## config.mk

```make
export PLATFORM = sky130hd
export DESIGN_NAME = gi_div_cell
export DESIGN_NICKNAME = d
export VERILOG_FILES = /design/src/gi_pkg.sv /design/src/gi_div_cell.sv
export SDC_FILE = /design/constraint.sdc
export NUM_CORES = 1
export LEC_CHECK = 0
export BUFFER_PORTS_ARGS = -buffer_cell sky130_fd_sc_hd__buf_2
export CELL_PAD_IN_SITES_DETAIL_PLACEMENT = 1
export CELL_PAD_IN_SITES_GLOBAL_PLACEMENT = 1
export CORE_ASPECT_RATIO = 0.9
export CORE_MARGIN = 2
export CORE_UTILIZATION = 36
export CTS_CLUSTER_DIAMETER = 120
export CTS_CLUSTER_SIZE = 12
export DETAILED_ROUTE_END_ITERATION = 8
export HOLD_SLACK_MARGIN = 0.1
export PLACE_DENSITY_LB_ADDON = 0.08
export SLEW_MARGIN = 20
export SYNTH_ARGS = -nofsm -noshare
export SYNTH_HDL_FRONTEND = slang
export SYNTH_SLANG_ARGS = --single-unit
```

## constraint.sdc

```tcl
create_clock -name clk -period 0.8 [get_ports clk]
set_input_delay 0.16 -clock clk [delete_from_list [all_inputs] [get_ports clk]]
set_output_delay 0.16 -clock clk [all_outputs]
set_load 0.005 [all_outputs]
```

## src/gi_pkg.sv

```systemverilog
`timescale 1ns / 1ps
// Shared types and constants of the grid interpolation weight unit.
package gi_pkg;

    localparam int GRID_POINTS = 256;
    localparam int IDX_W       = $clog2(GRID_POINTS);
    localparam int COUNT_W     = IDX_W + 1;
    localparam int COORD_W     = 32;
    localparam int FRAC_BITS   = 16;
    localparam int WEIGHT_W    = FRAC_BITS + 1;
    localparam int PADDR_W     = 3;
    localparam int PDATA_W     = 32;

    localparam logic [WEIGHT_W-1:0] WEIGHT_ONE = WEIGHT_W'(1) << FRAC_BITS;
    localparam logic [COUNT_W-1:0]  COUNT_MAX  = COUNT_W'(GRID_POINTS);

    // input word opcodes
    localparam logic OP_LOAD  = 1'b0;
    localparam logic OP_QUERY = 1'b1;

    // interpolation modes
    localparam logic [1:0] INTERP_LINEAR  = 2'd0;
    localparam logic [1:0] INTERP_NEAREST = 2'd1;
    localparam logic [1:0] INTERP_PWC     = 2'd2;

    // register indexes
    localparam logic REG_INTERP_MODE = 1'b0;
    localparam logic REG_GRID_COUNT  = 1'b1;

    typedef enum logic [3:0] {
        ST_IDLE,
        ST_LD_READ,
        ST_LD_CHECK,
        ST_Q_START,
        ST_SR_ADDR,
        ST_SR_CMP,
        ST_RD_LEFT,
        ST_RD_RIGHT,
        ST_EVAL,
        ST_DIV,
        ST_DONE
    } state_t;

    // word carried from one divider cell to the next
    typedef struct packed {
        logic                 valid;
        logic [COORD_W-1:0]   rem;
        logic [COORD_W-1:0]   den;
        logic [FRAC_BITS-1:0] quo;
    } div_word_t;

endpackage

```

## src/gi_div_cell.sv

```systemverilog
`timescale 1ns / 1ps
// One restoring-division cell: produces one quotient bit and passes the word on.
module gi_div_cell (
    input  logic              clk,
    input  logic              rst_n,
    input  gi_pkg::div_word_t din,
    output gi_pkg::div_word_t dout
);

    import gi_pkg::*;

    logic              valid_reg;
    div_word_t         word_reg;
    div_word_t         word_next;
    logic [COORD_W:0]  rem_shift;
    logic [COORD_W:0]  den_ext;
    logic [COORD_W:0]  rem_sub;
    logic              take;

    assign rem_shift = {din.rem, 1'b0};
    assign den_ext   = {1'b0, din.den};
    assign take      = rem_shift >= den_ext;
    assign rem_sub   = rem_shift - den_ext;

    always_comb
    begin
        word_next.valid = din.valid;
        word_next.den   = din.den;
        word_next.rem   = take ? rem_sub[COORD_W-1:0] : rem_shift[COORD_W-1:0];
        word_next.quo   = {din.quo[FRAC_BITS-2:0], take};
    end

    always_ff @(posedge clk or negedge rst_n)
    begin
        if (!rst_n)
        begin
            valid_reg <= 1'b0;
        end
        else
        begin
            valid_reg <= din.valid;
        end
    end

    always_ff @(posedge clk)
    begin
        word_reg <= word_next;
    end

    always_comb
    begin
        dout       = word_reg;
        dout.valid = valid_reg;
    end

endmodule
```

# Yosys cells after proc, flatten, opt, wreduce, memory -nomap -nowiden
# Cells that the tools add are included.
[totals] output_inout_bits=81 mem_count=0 latchBits=0 ramBits=0 romBits=0 regBits=81 in_bits=83
[op_classes] muxes=1 div_mod_pow=0 mul=0 add_sub_neg=1 magnitude_cmp=1 n_shift=0 eq_ne=0 n_reduce_logical=0 bitwise_logic=0
[ops] op="$ge 33x32->1" n=1
[ops] op="$mux 32" n=1
[ops] op="$sub 32x32->32" n=1

# Depth between registers and ports, before layout
# Gate-level depths: netlist of the first run.
[depth] depth_word=2 ltp_mapped=14

# Least setup slack after synthesis of the first run
# No wires, ideal clock.
[synth_path] path_kind="input to register" from="input din[26] in the netlist's numbering" to="register word_reg, in the netlist dout[58]" path_slack_ns=-1.943 arrival_time_ns=2.622 stages=13 path_cell_list="inv_1 -> ha_1 -> a211oi_2 -> nor2_1 -> or4b_4 -> o2111ai_2 -> a21oi_2 -> o21ai_4 -> and3_4 -> buf_12 -> inv_8 -> buf_12 -> mux2_4"
[synth_rtl] element="start, declared" line_no="gi_div_cell.sv:6" rtl="input gi_pkg::div_word_t din,"
[synth_rtl] element="end signal, assigned" line_no="gi_div_cell.sv:47" rtl="word_reg <= word_next;"
[synth_rtl] element="end, declared" line_no="gi_div_cell.sv:13" rtl="div_word_t word_reg;"

==> results.cfg, run 1 <==
[status]
outcome = finished, violations left
violations = setup timing

[detailed_routing]
drc = 0
ant_nets = 0
wirelength_mm = 16.7
via_count = 4474
dr.first_iter.drc_count = 150
wl_per_cell_um = 18.5
firstDrtPassIters = 4
vias_per_cell = 4.96

[yosys]
synth_area_mm2 = 0.00405
ys_top_cells_by_area = dfxtp_1, ha_1, mux2_4, inv_1, xnor2_1
synth_area_per_cell_um2 = 10.1
synth_nets = 518
synth.most_common_cell = dfxtp_1
synthFlopType = dfxtp_1
synth_common_cells = dfxtp_1, inv_1, ha_1
synth_top_area_share_pct = 39.5
syn_inst = 402
ys_types = 58
ys_seq_elements = 81
synth_edf_count = 0
async_reset_ff_share_pct = 1.23
yosysWarnings = 0
yosysTopAreaCell = dfxtp_1
synth.yosys.seq_area_share_pct = 40.1

[placement]
dp.cells = 825
hpwlAfterDp_mm = 10.1
place_ws_ps = -1990
gp_congestion = 0.835
port_buffers = 162

[global_route]
grt_max_degree = 29
first_global_vias = 4820
grt_util_all_layers_pct = 25.3
grt_pass1_wl_mm = 24.1
antenna_found_initial = 0
grt_overflow = 0

[clocking]
cts_htree_levels = 3
clock-sinks = 81
root_buffer = clkbuf_16
clk_path_buf_depth = 2
postCtsHoldBufs = 49
cts_tree = yes
cts-buffers-inserted = 9
path_clk_slew_ps = 70

[setup_path]
worstPathRequired_ps = 1030
path_cells = buf_2 > ha_4 > a211oi_4 > nor2_2 > or4b_4 > o2111ai_4 > a21oi_4 > o21ai_4 > and3_4 > inv_16 > mux2_4
endpoint = dout[62]
endpoint_kind = register
cpPeakStageDelay_ps = 530
start_kind = input pin
cp_data_arrival_time_ps = 2660
startpoint = din[57]
crit_type = in2reg
crit_path_top_delay_cell = or4b_4
crit_path_max_fanout = 28

[die]
die-area_mm2 = 0.0121
ios = 164
fp.dieW_um = 116
die_y_um = 105
rows = 36
core_area_mm2 = 0.0109
start_util_pct = 37.2

[sta]
fin_crit_sh_pct = 303
finalSetupViolations = 114
hold_viol_final = 0
timing.final.ws_setup_ps = -1630
slew_headroom_pct = 72.6
rsz0062_at_grt = yes
min_period_ps = 2430
finalSetupTns_ps = -62730
worst-slew-pin-transition_ps = 407
slew_violations = 0
fmax_ghz = 0.412

[power_and_ir_drop]
power_uw = 13500
vdd_ir_drop_max_mv = 1.45
p_per_area_mw_per_mm2 = 1850
cellLeakagePower_uw = 0.00360

[cells_and_area]
largest_reg_flops = 80
stdcell_count = 902
fill_cells = 1203
seq_area_mm2 = 0.00168
area_delta_synth_final_pct = 80.8
multi_input_area_mm2 = 0.00246
utilization_pct = 67.2
nets = 861
diodes = 0
drive_above_1_share_pct = 57.1

[worst_hold_path]
hold_depth = 2
hold_class = in2reg

[run]
drv_cap = 0
## area by class of cell
| type | instances | share of cell area, % |
|---|---|---|
| repair buffers | 346 | 34.7 |
| well taps | 152 | 2.60 |
| multi-input cells | 271 | 33.6 |
| clock buffers | 9 | 3.07 |
| clock inverters | 7 | 0.820 |
| flip-flops and latches | 81 | 22.9 |
| inverters | 36 | 2.24 |
## worst min-delay path by stage
stage | from | slack, ps | end
floorplan | rst_n | -140 | valid_reg
CTS | din[51] | 40 | dout[52]
finish | din[51] | 50 | dout[52]
detailed placement | rst_n | -60 | valid_reg
global placement | rst_n | -70 | valid_reg
global route | din[73] | 60 | dout[74]
## layer usage
layer,track usage (%),part of all wire [%]
met5,0,0
met4,6.72,2.1
met2,48.0,56
met1,27.1,38
met3,6.84,4.5
## worst max-delay path, delay by kind of cell
kind	cells	cell delay [ps]
buf+inv	2	240
compound gates	4	770
simple gates	3	900
fa+ha+maj	1	250
mux	1	320
## through the flow
step           hold WS, ps  area (µm²)
3_5_place_dp         -64.2        5970
6_report              51.2        7320
4_1_cts               44.1        7000
2_1_floorplan         -136        4190
3_3_place_gp         -65.4        5970
5_1_grt               55.5        7320
## cell families after synthesis
kind of cell	synth area share, %
XOR/XNOR	5.40
flip-flops	40.1
buffers and inverters	6.11
adder cells (fa/ha/maj)	10.4
AND/OR/NAND/NOR	10.8
multiplexers	9.76
AO/OA/AOI/OAI	17.4
## placed cells by master, fill, tap and decap left out, drive strengths merged, types with 2 or more instances in the layout
| cell type | instances |
|---|---|
| nand2b | 3 |
| nor2 | 18 |
| clkbuf | 9 |
| clkinvlp | 3 |
| mux2i | 2 |
| o21bai | 2 |
| a21boi | 4 |
| or3 | 3 |
| nor2b | 4 |
| a211oi | 4 |
| nor3 | 4 |
| mux2 | 27 |
| xnor2 | 14 |
| and2 | 4 |
| dfxtp | 80 |
| and3 | 4 |
| o21ai | 20 |
| inv | 40 |
| o31ai | 6 |
| a21oi | 24 |
| xor2 | 11 |
| buf | 297 |
| o211ai | 4 |
| o21a | 7 |
| nand3 | 6 |
| dlygate4sd3 | 49 |
| nand4 | 12 |
| a211o | 2 |
| a31oi | 4 |
| ha | 32 |
| o221ai | 2 |
| a21o | 15 |
| nand2 | 15 |
| or2 | 2 |
## what timing repair did
item	in CTS	in global routing
pin swaps	19	11
hold endpoints to repair	71	21
buffers inserted	8	5
resized for setup	46	77
setup endpoints to repair	114	114
## power breakdown
| group | internal (µW) | switching, µW | total [µW] | leakage, µW |
|---|---|---|---|---|
| Clock | 2160 | 1890 | 4050 | 0.000131 |
| Combinational | 2670 | 2050 | 4720 | 0.00278 |
| Sequential | 4580 | 183 | 4760 | 0.000687 |
| Total | 9400 | 4130 | 13500 | 0.00360 |
Power figures use the tool's default switching activity.
==> inputs of run 2 (changes only) <==
--- a/config.mk
+++ b/config.mk
@@ -9,7 +9,6 @@
 export CELL_PAD_IN_SITES_DETAIL_PLACEMENT = 1
 export CELL_PAD_IN_SITES_GLOBAL_PLACEMENT = 1
 export CORE_ASPECT_RATIO = 0.9
-export CORE_MARGIN = 2
 export CORE_UTILIZATION = 36
 export CTS_CLUSTER_DIAMETER = 120
 export CTS_CLUSTER_SIZE = 12
==> constraint.sdc (replaced) <==
create_clock -name clk -period 0.8 [get_ports clk]
set_input_delay 0.16 -clock clk [delete_from_list [all_inputs] [get_ports clk]]
set_output_delay 0.16 -clock clk [all_outputs]
set_load 0.01 [all_outputs]
==> run 2 against run 1 <==
Against the previous run:
- the run still ends with setup timing left
- combinational power is 9.3% higher
- final area is 1.2% higher
- final cell count is 0.55% lower
- critical path type unchanged
- largest cell class unchanged
- largest power group is now combinational logic
==> results.cfg, run 2 (synthesized netlist as in run 1, its figures left out) <==
[detailed_routing]
firstDrtPassIters = 4
wirelength_mm = 19.0
dr.first_iter.drc_count = 138
wl_per_cell_um = 21.1
drc = 0
via_count = 4569
vias_per_cell = 5.09
ant_nets = 0

[setup_path]
crit_type = in2reg
endpoint_kind = register
start_kind = input pin
cp_data_arrival_time_ps = 2740
crit_path_max_fanout = 28
worstPathRequired_ps = 1040

[placement]
place_ws_ps = -1980
hpwlAfterDp_mm = 9.98
dpl_cell_area_mm2 = 0.00594
port_buffers = 162
gp_congestion = 0.823

[die]
die-area_mm2 = 0.0117
start_util_pct = 37.2
core_area_mm2 = 0.0109
rows = 36
fp.dieW_um = 114
ios = 164
die_y_um = 103

[cells_and_area]
final_cell_mix = buf_4, buf_2, dlygate4sd3_1
utilization_pct = 68.0
final_common_cell = buf_4
fill_cells = 1217
area_delta_synth_final_pct = 82.9
largest_reg_flops = 80
diodes = 0
final_cell_area_mm2 = 0.00741
nets = 856
drive_above_1_share_pct = 57.0

[clocking]
root_buffer = clkbuf_16
path_clk_slew_ps = 70
cts_tree = yes
clk_path_buf_depth = 2
cts-buffers-inserted = 9
cts_htree_levels = 3
clock-sinks = 81

[status]
violations = setup timing
outcome = finished, violations left

[sta]
finalSetupViolations = 114
slew_headroom_pct = 54.9
slew_violations = 0
worst-slew-pin-transition_ps = 671
min_period_ps = 2500
timing.final.ws_setup_ps = -1700
hold_viol_final = 0
finalSetupTns_ps = -66230
fmax_ghz = 0.399
fin_crit_sh_pct = 313
rsz0062_at_grt = yes

[global_route]
antenna_found_initial = 0
grt_pass1_wl_mm = 23.8
grt_overflow = 0
first_global_vias = 4725
grt_max_degree = 29
grt_util_all_layers_pct = 26.7

[worst_hold_path]
hold_class = in2reg

[power_and_ir_drop]
cellLeakagePower_uw = 0.00360
vdd_ir_drop_max_mv = 1.79
p_per_area_mw_per_mm2 = 1880

[run]
drv_cap = 0
==> run 2: final timing paths <==
check                         from        end  slack, ps  cells past startpoint
worst max-delay path       din[34]   dout[57]      -1700                     13
worst min-delay path       din[71]   dout[72]         40                      2
max in group asynchronous    rst_n  valid_reg         50                      3
min in group asynchronous    rst_n  valid_reg        650                      3
==> run 2: routing by layer <==
metal  GRT usage [%]  vias up  wire, µm
li1                -     2102         -
met5               0        -         0
met2            52.3      164     10500
met1            28.2     2259      6920
met4            9.49        0       633
met3            6.11       44       854
==> run 2: what timing repair did <==
item	in CTS	in global routing
endpoints found under the setup margin	114	114
setup buffers	7	4
hold endpoints to repair	72	24
gates resized for setup	49	92
pin swaps	18	20
hold buffers	49	1
==> run 2: layout make-up <==
class | count | area, µm² | area share, %
clock buffer | 9 | 225 | 3.04
clock inverter | 7 | 53.8 | 0.726
inverter | 36 | 163 | 2.19
multi-input combinational | 271 | 2490 | 33.6
sequential | 81 | 1680 | 22.7
tap | 152 | 190 | 2.57
timing repair buffer | 341 | 2610 | 35.2
==> run 2: stage by stage <==
step | hold WS (ps) | power [µW] | cells
after floorplan | -136 | 6940 | 402
final | 44.4 | 14000 | 897
after CTS | -72.7 | 13100 | 893
after detailed placement | -63.6 | 8700 | 821
after global placement | -65.6 | 8570 | 821
after global routing | 43.2 | 14500 | 897
==> run 2: power breakdown <==
part	leakage, µW	internal [µW]	switching, µW	total [µW]
sequential	0.000687	4580	224	4810
clock	0.000128	2120	1870	3990
combinational	0.00279	2810	2340	5160
total	0.00360	9520	4440	14000
==> run 2: critical path, stage by stage <==
cell and delay (ps):
buf_2 90, inv_1 50, ha_1 350, buf_4 180, nand4_1 270, nor2b_1 250
nor2_1 90, o21a_1 230, a21oi_4 200, o21ai_4 90, and3_4 220, inv_12 190
mux2_2 360
==> inputs of run 3 (changes only) <==
--- a/config.mk
+++ b/config.mk
@@ -8,7 +8,7 @@
 export BUFFER_PORTS_ARGS = -buffer_cell sky130_fd_sc_hd__buf_2
 export CELL_PAD_IN_SITES_DETAIL_PLACEMENT = 1
 export CELL_PAD_IN_SITES_GLOBAL_PLACEMENT = 1
-export CORE_ASPECT_RATIO = 0.9
+export CORE_ASPECT_RATIO = 1.5
 export CORE_UTILIZATION = 36
 export CTS_CLUSTER_DIAMETER = 120
 export CTS_CLUSTER_SIZE = 12
==> run 3 against run 2 <==
Against the previous run:
- the run still ends with setup timing left
- core utilization up 0.18 points
- global-route usage up 0.59 points
- final area up 1.1%
- sequential share of layout area down 0.057 points
- via count up 0.92%
- fmax up 3.2%
- largest power group unchanged
==> results.cfg, run 3 (synthesized netlist as in run 1, its figures left out) <==
[placement]
hpwlAfterDp_mm = 9.99
gp_congestion = 0.833
port_buffers = 162
dpl_cell_area_mm2 = 0.00593
dp.cells = 815

[global_route]
grt_overflow = 0
grt_util_all_layers_pct = 27.3
grt_max_degree = 17
antenna_found_initial = 0
first_global_vias = 4959
grt_pass1_wl_mm = 24.2

[detailed_routing]
via_count = 4611
drc = 0
dr.first_iter.drc_count = 163
firstDrtPassIters = 4
highest_layer = met4
vias_per_cell = 5.16
met2_length_mm = 11.0
met3WireLength_um = 858
met1_length_mm = 6.45
ant_nets = 0
wl_per_cell_um = 21.3
wirelength_mm = 19.1

[power_and_ir_drop]
cellLeakagePower_uw = 0.00366
p_per_area_mw_per_mm2 = 1970
vdd_ir_drop_max_mv = 1.33

[clocking]
postCtsHoldBufs = 50
cts-buffers-inserted = 9
root_buffer = clkbuf_16
cts_htree_levels = 3
clock-sinks = 81
clk_path_buf_depth = 2
path_clk_slew_ps = 70
cts_tree = yes

[run]
drv_cap = 0

[sta]
slew_violations = 0
hold_viol_final = 0
min_period_ps = 2430
slew_headroom_pct = 61.9
finalSetupViolations = 114
fmax_ghz = 0.412
timing.final.ws_setup_ps = -1630
rsz0062_at_grt = yes
fin_crit_sh_pct = 303
worst-slew-pin-transition_ps = 568

[setup_path]
crit_path_max_fanout = 6
worstPathRequired_ps = 1040
endpoint_kind = register
cp_data_arrival_time_ps = 2660
start_kind = input pin
crit_type = in2reg

[die]
core_area_mm2 = 0.0110
die-area_mm2 = 0.0117
fp.dieW_um = 88.6
ios = 164
rows = 47
die_y_um = 132
start_util_pct = 36.8

[cells_and_area]
diodes = 0
final_cell_mix = buf_4, buf_2, buf_6
utilization_pct = 68.2
drive_above_1_share_pct = 58.0
area_delta_synth_final_pct = 85.0
final_cell_area_mm2 = 0.00750
stdcell_count = 894
final_common_cell = buf_4
nets = 858
largest_reg_flops = 80

[status]
outcome = finished, violations left
violations = setup timing

[worst_hold_path]
hold_class = in2reg
## run 3: routing by layer
layer  track usage, %  up-vias
met5                0        -
met4             9.50        0
met3             5.26       68
met2             55.9      218
met1             25.0     2224
li1                 -     2101
## run 3: report_power, final
part	internal [µW]	leakage [µW]	total [µW]	switching, µW
Combinational	2840	0.00281	5190	2350
Clock	2810	0.000163	4770	1960
Sequential	4590	0.000687	4830	239
## run 3: timing repair
action | CTS | global route
endpoints found under the hold margin | 72 | 20
cloned | 2 | 0
resized for setup | 43 | 106
buffers inserted | 10 | 4
endpoints found under the setup margin | 114 | 115
pin swaps | 10 | 3
## run 3: through the flow
step                total power, µW  hold WS, ps  worst slack, ps  TNS, ps
detailed placement             8690        -63.2            -2050   -65460
CTS                           13900         43.7            -1530   -60640
floorplan                      6940         -136            -1770   -54980
finish                        14800         57.7            -1630   -63230
global placement               8570        -63.7            -1980   -63430
global route                  15300         49.2            -1710   -66150
## run 3: cell type report
cell class / count / area (µm²)
Inverter: 36 / 164
Clock inverter: 7 / 106
Tap cell: 147 / 184
Fill cell: 1182 / 3500
Multi-Input combinational cell: 271 / 2440
Timing Repair Buffer: 341 / 2660
Sequential cell: 81 / 1690
Timing Repair inverter: 2 / 25.0
Clock buffer: 9 / 225
## run 3: worst max-delay path, stage by stage
cell     delay, ps
buf_2           90
inv_1           50
ha_1           310
buf_4          160
nand4_1        170
nor2b_1        190
nor2_1         110
o21a_1         230
a21oi_4        200
o21ai_4         70
and3_4         200
buf_12         140
buf_4          130
buf_8          120
o41ai_2        330
## run 3: final timing paths
check                       endpoint  slack [ps]  depth (start not counted)     from
setup / recovery            dout[79]       -1630                         15  din[33]
hold / removal              dout[63]          60                          2  din[62]
max in group asynchronous  valid_reg         600                          2    rst_n
min in group asynchronous  valid_reg         120                          2    rst_n
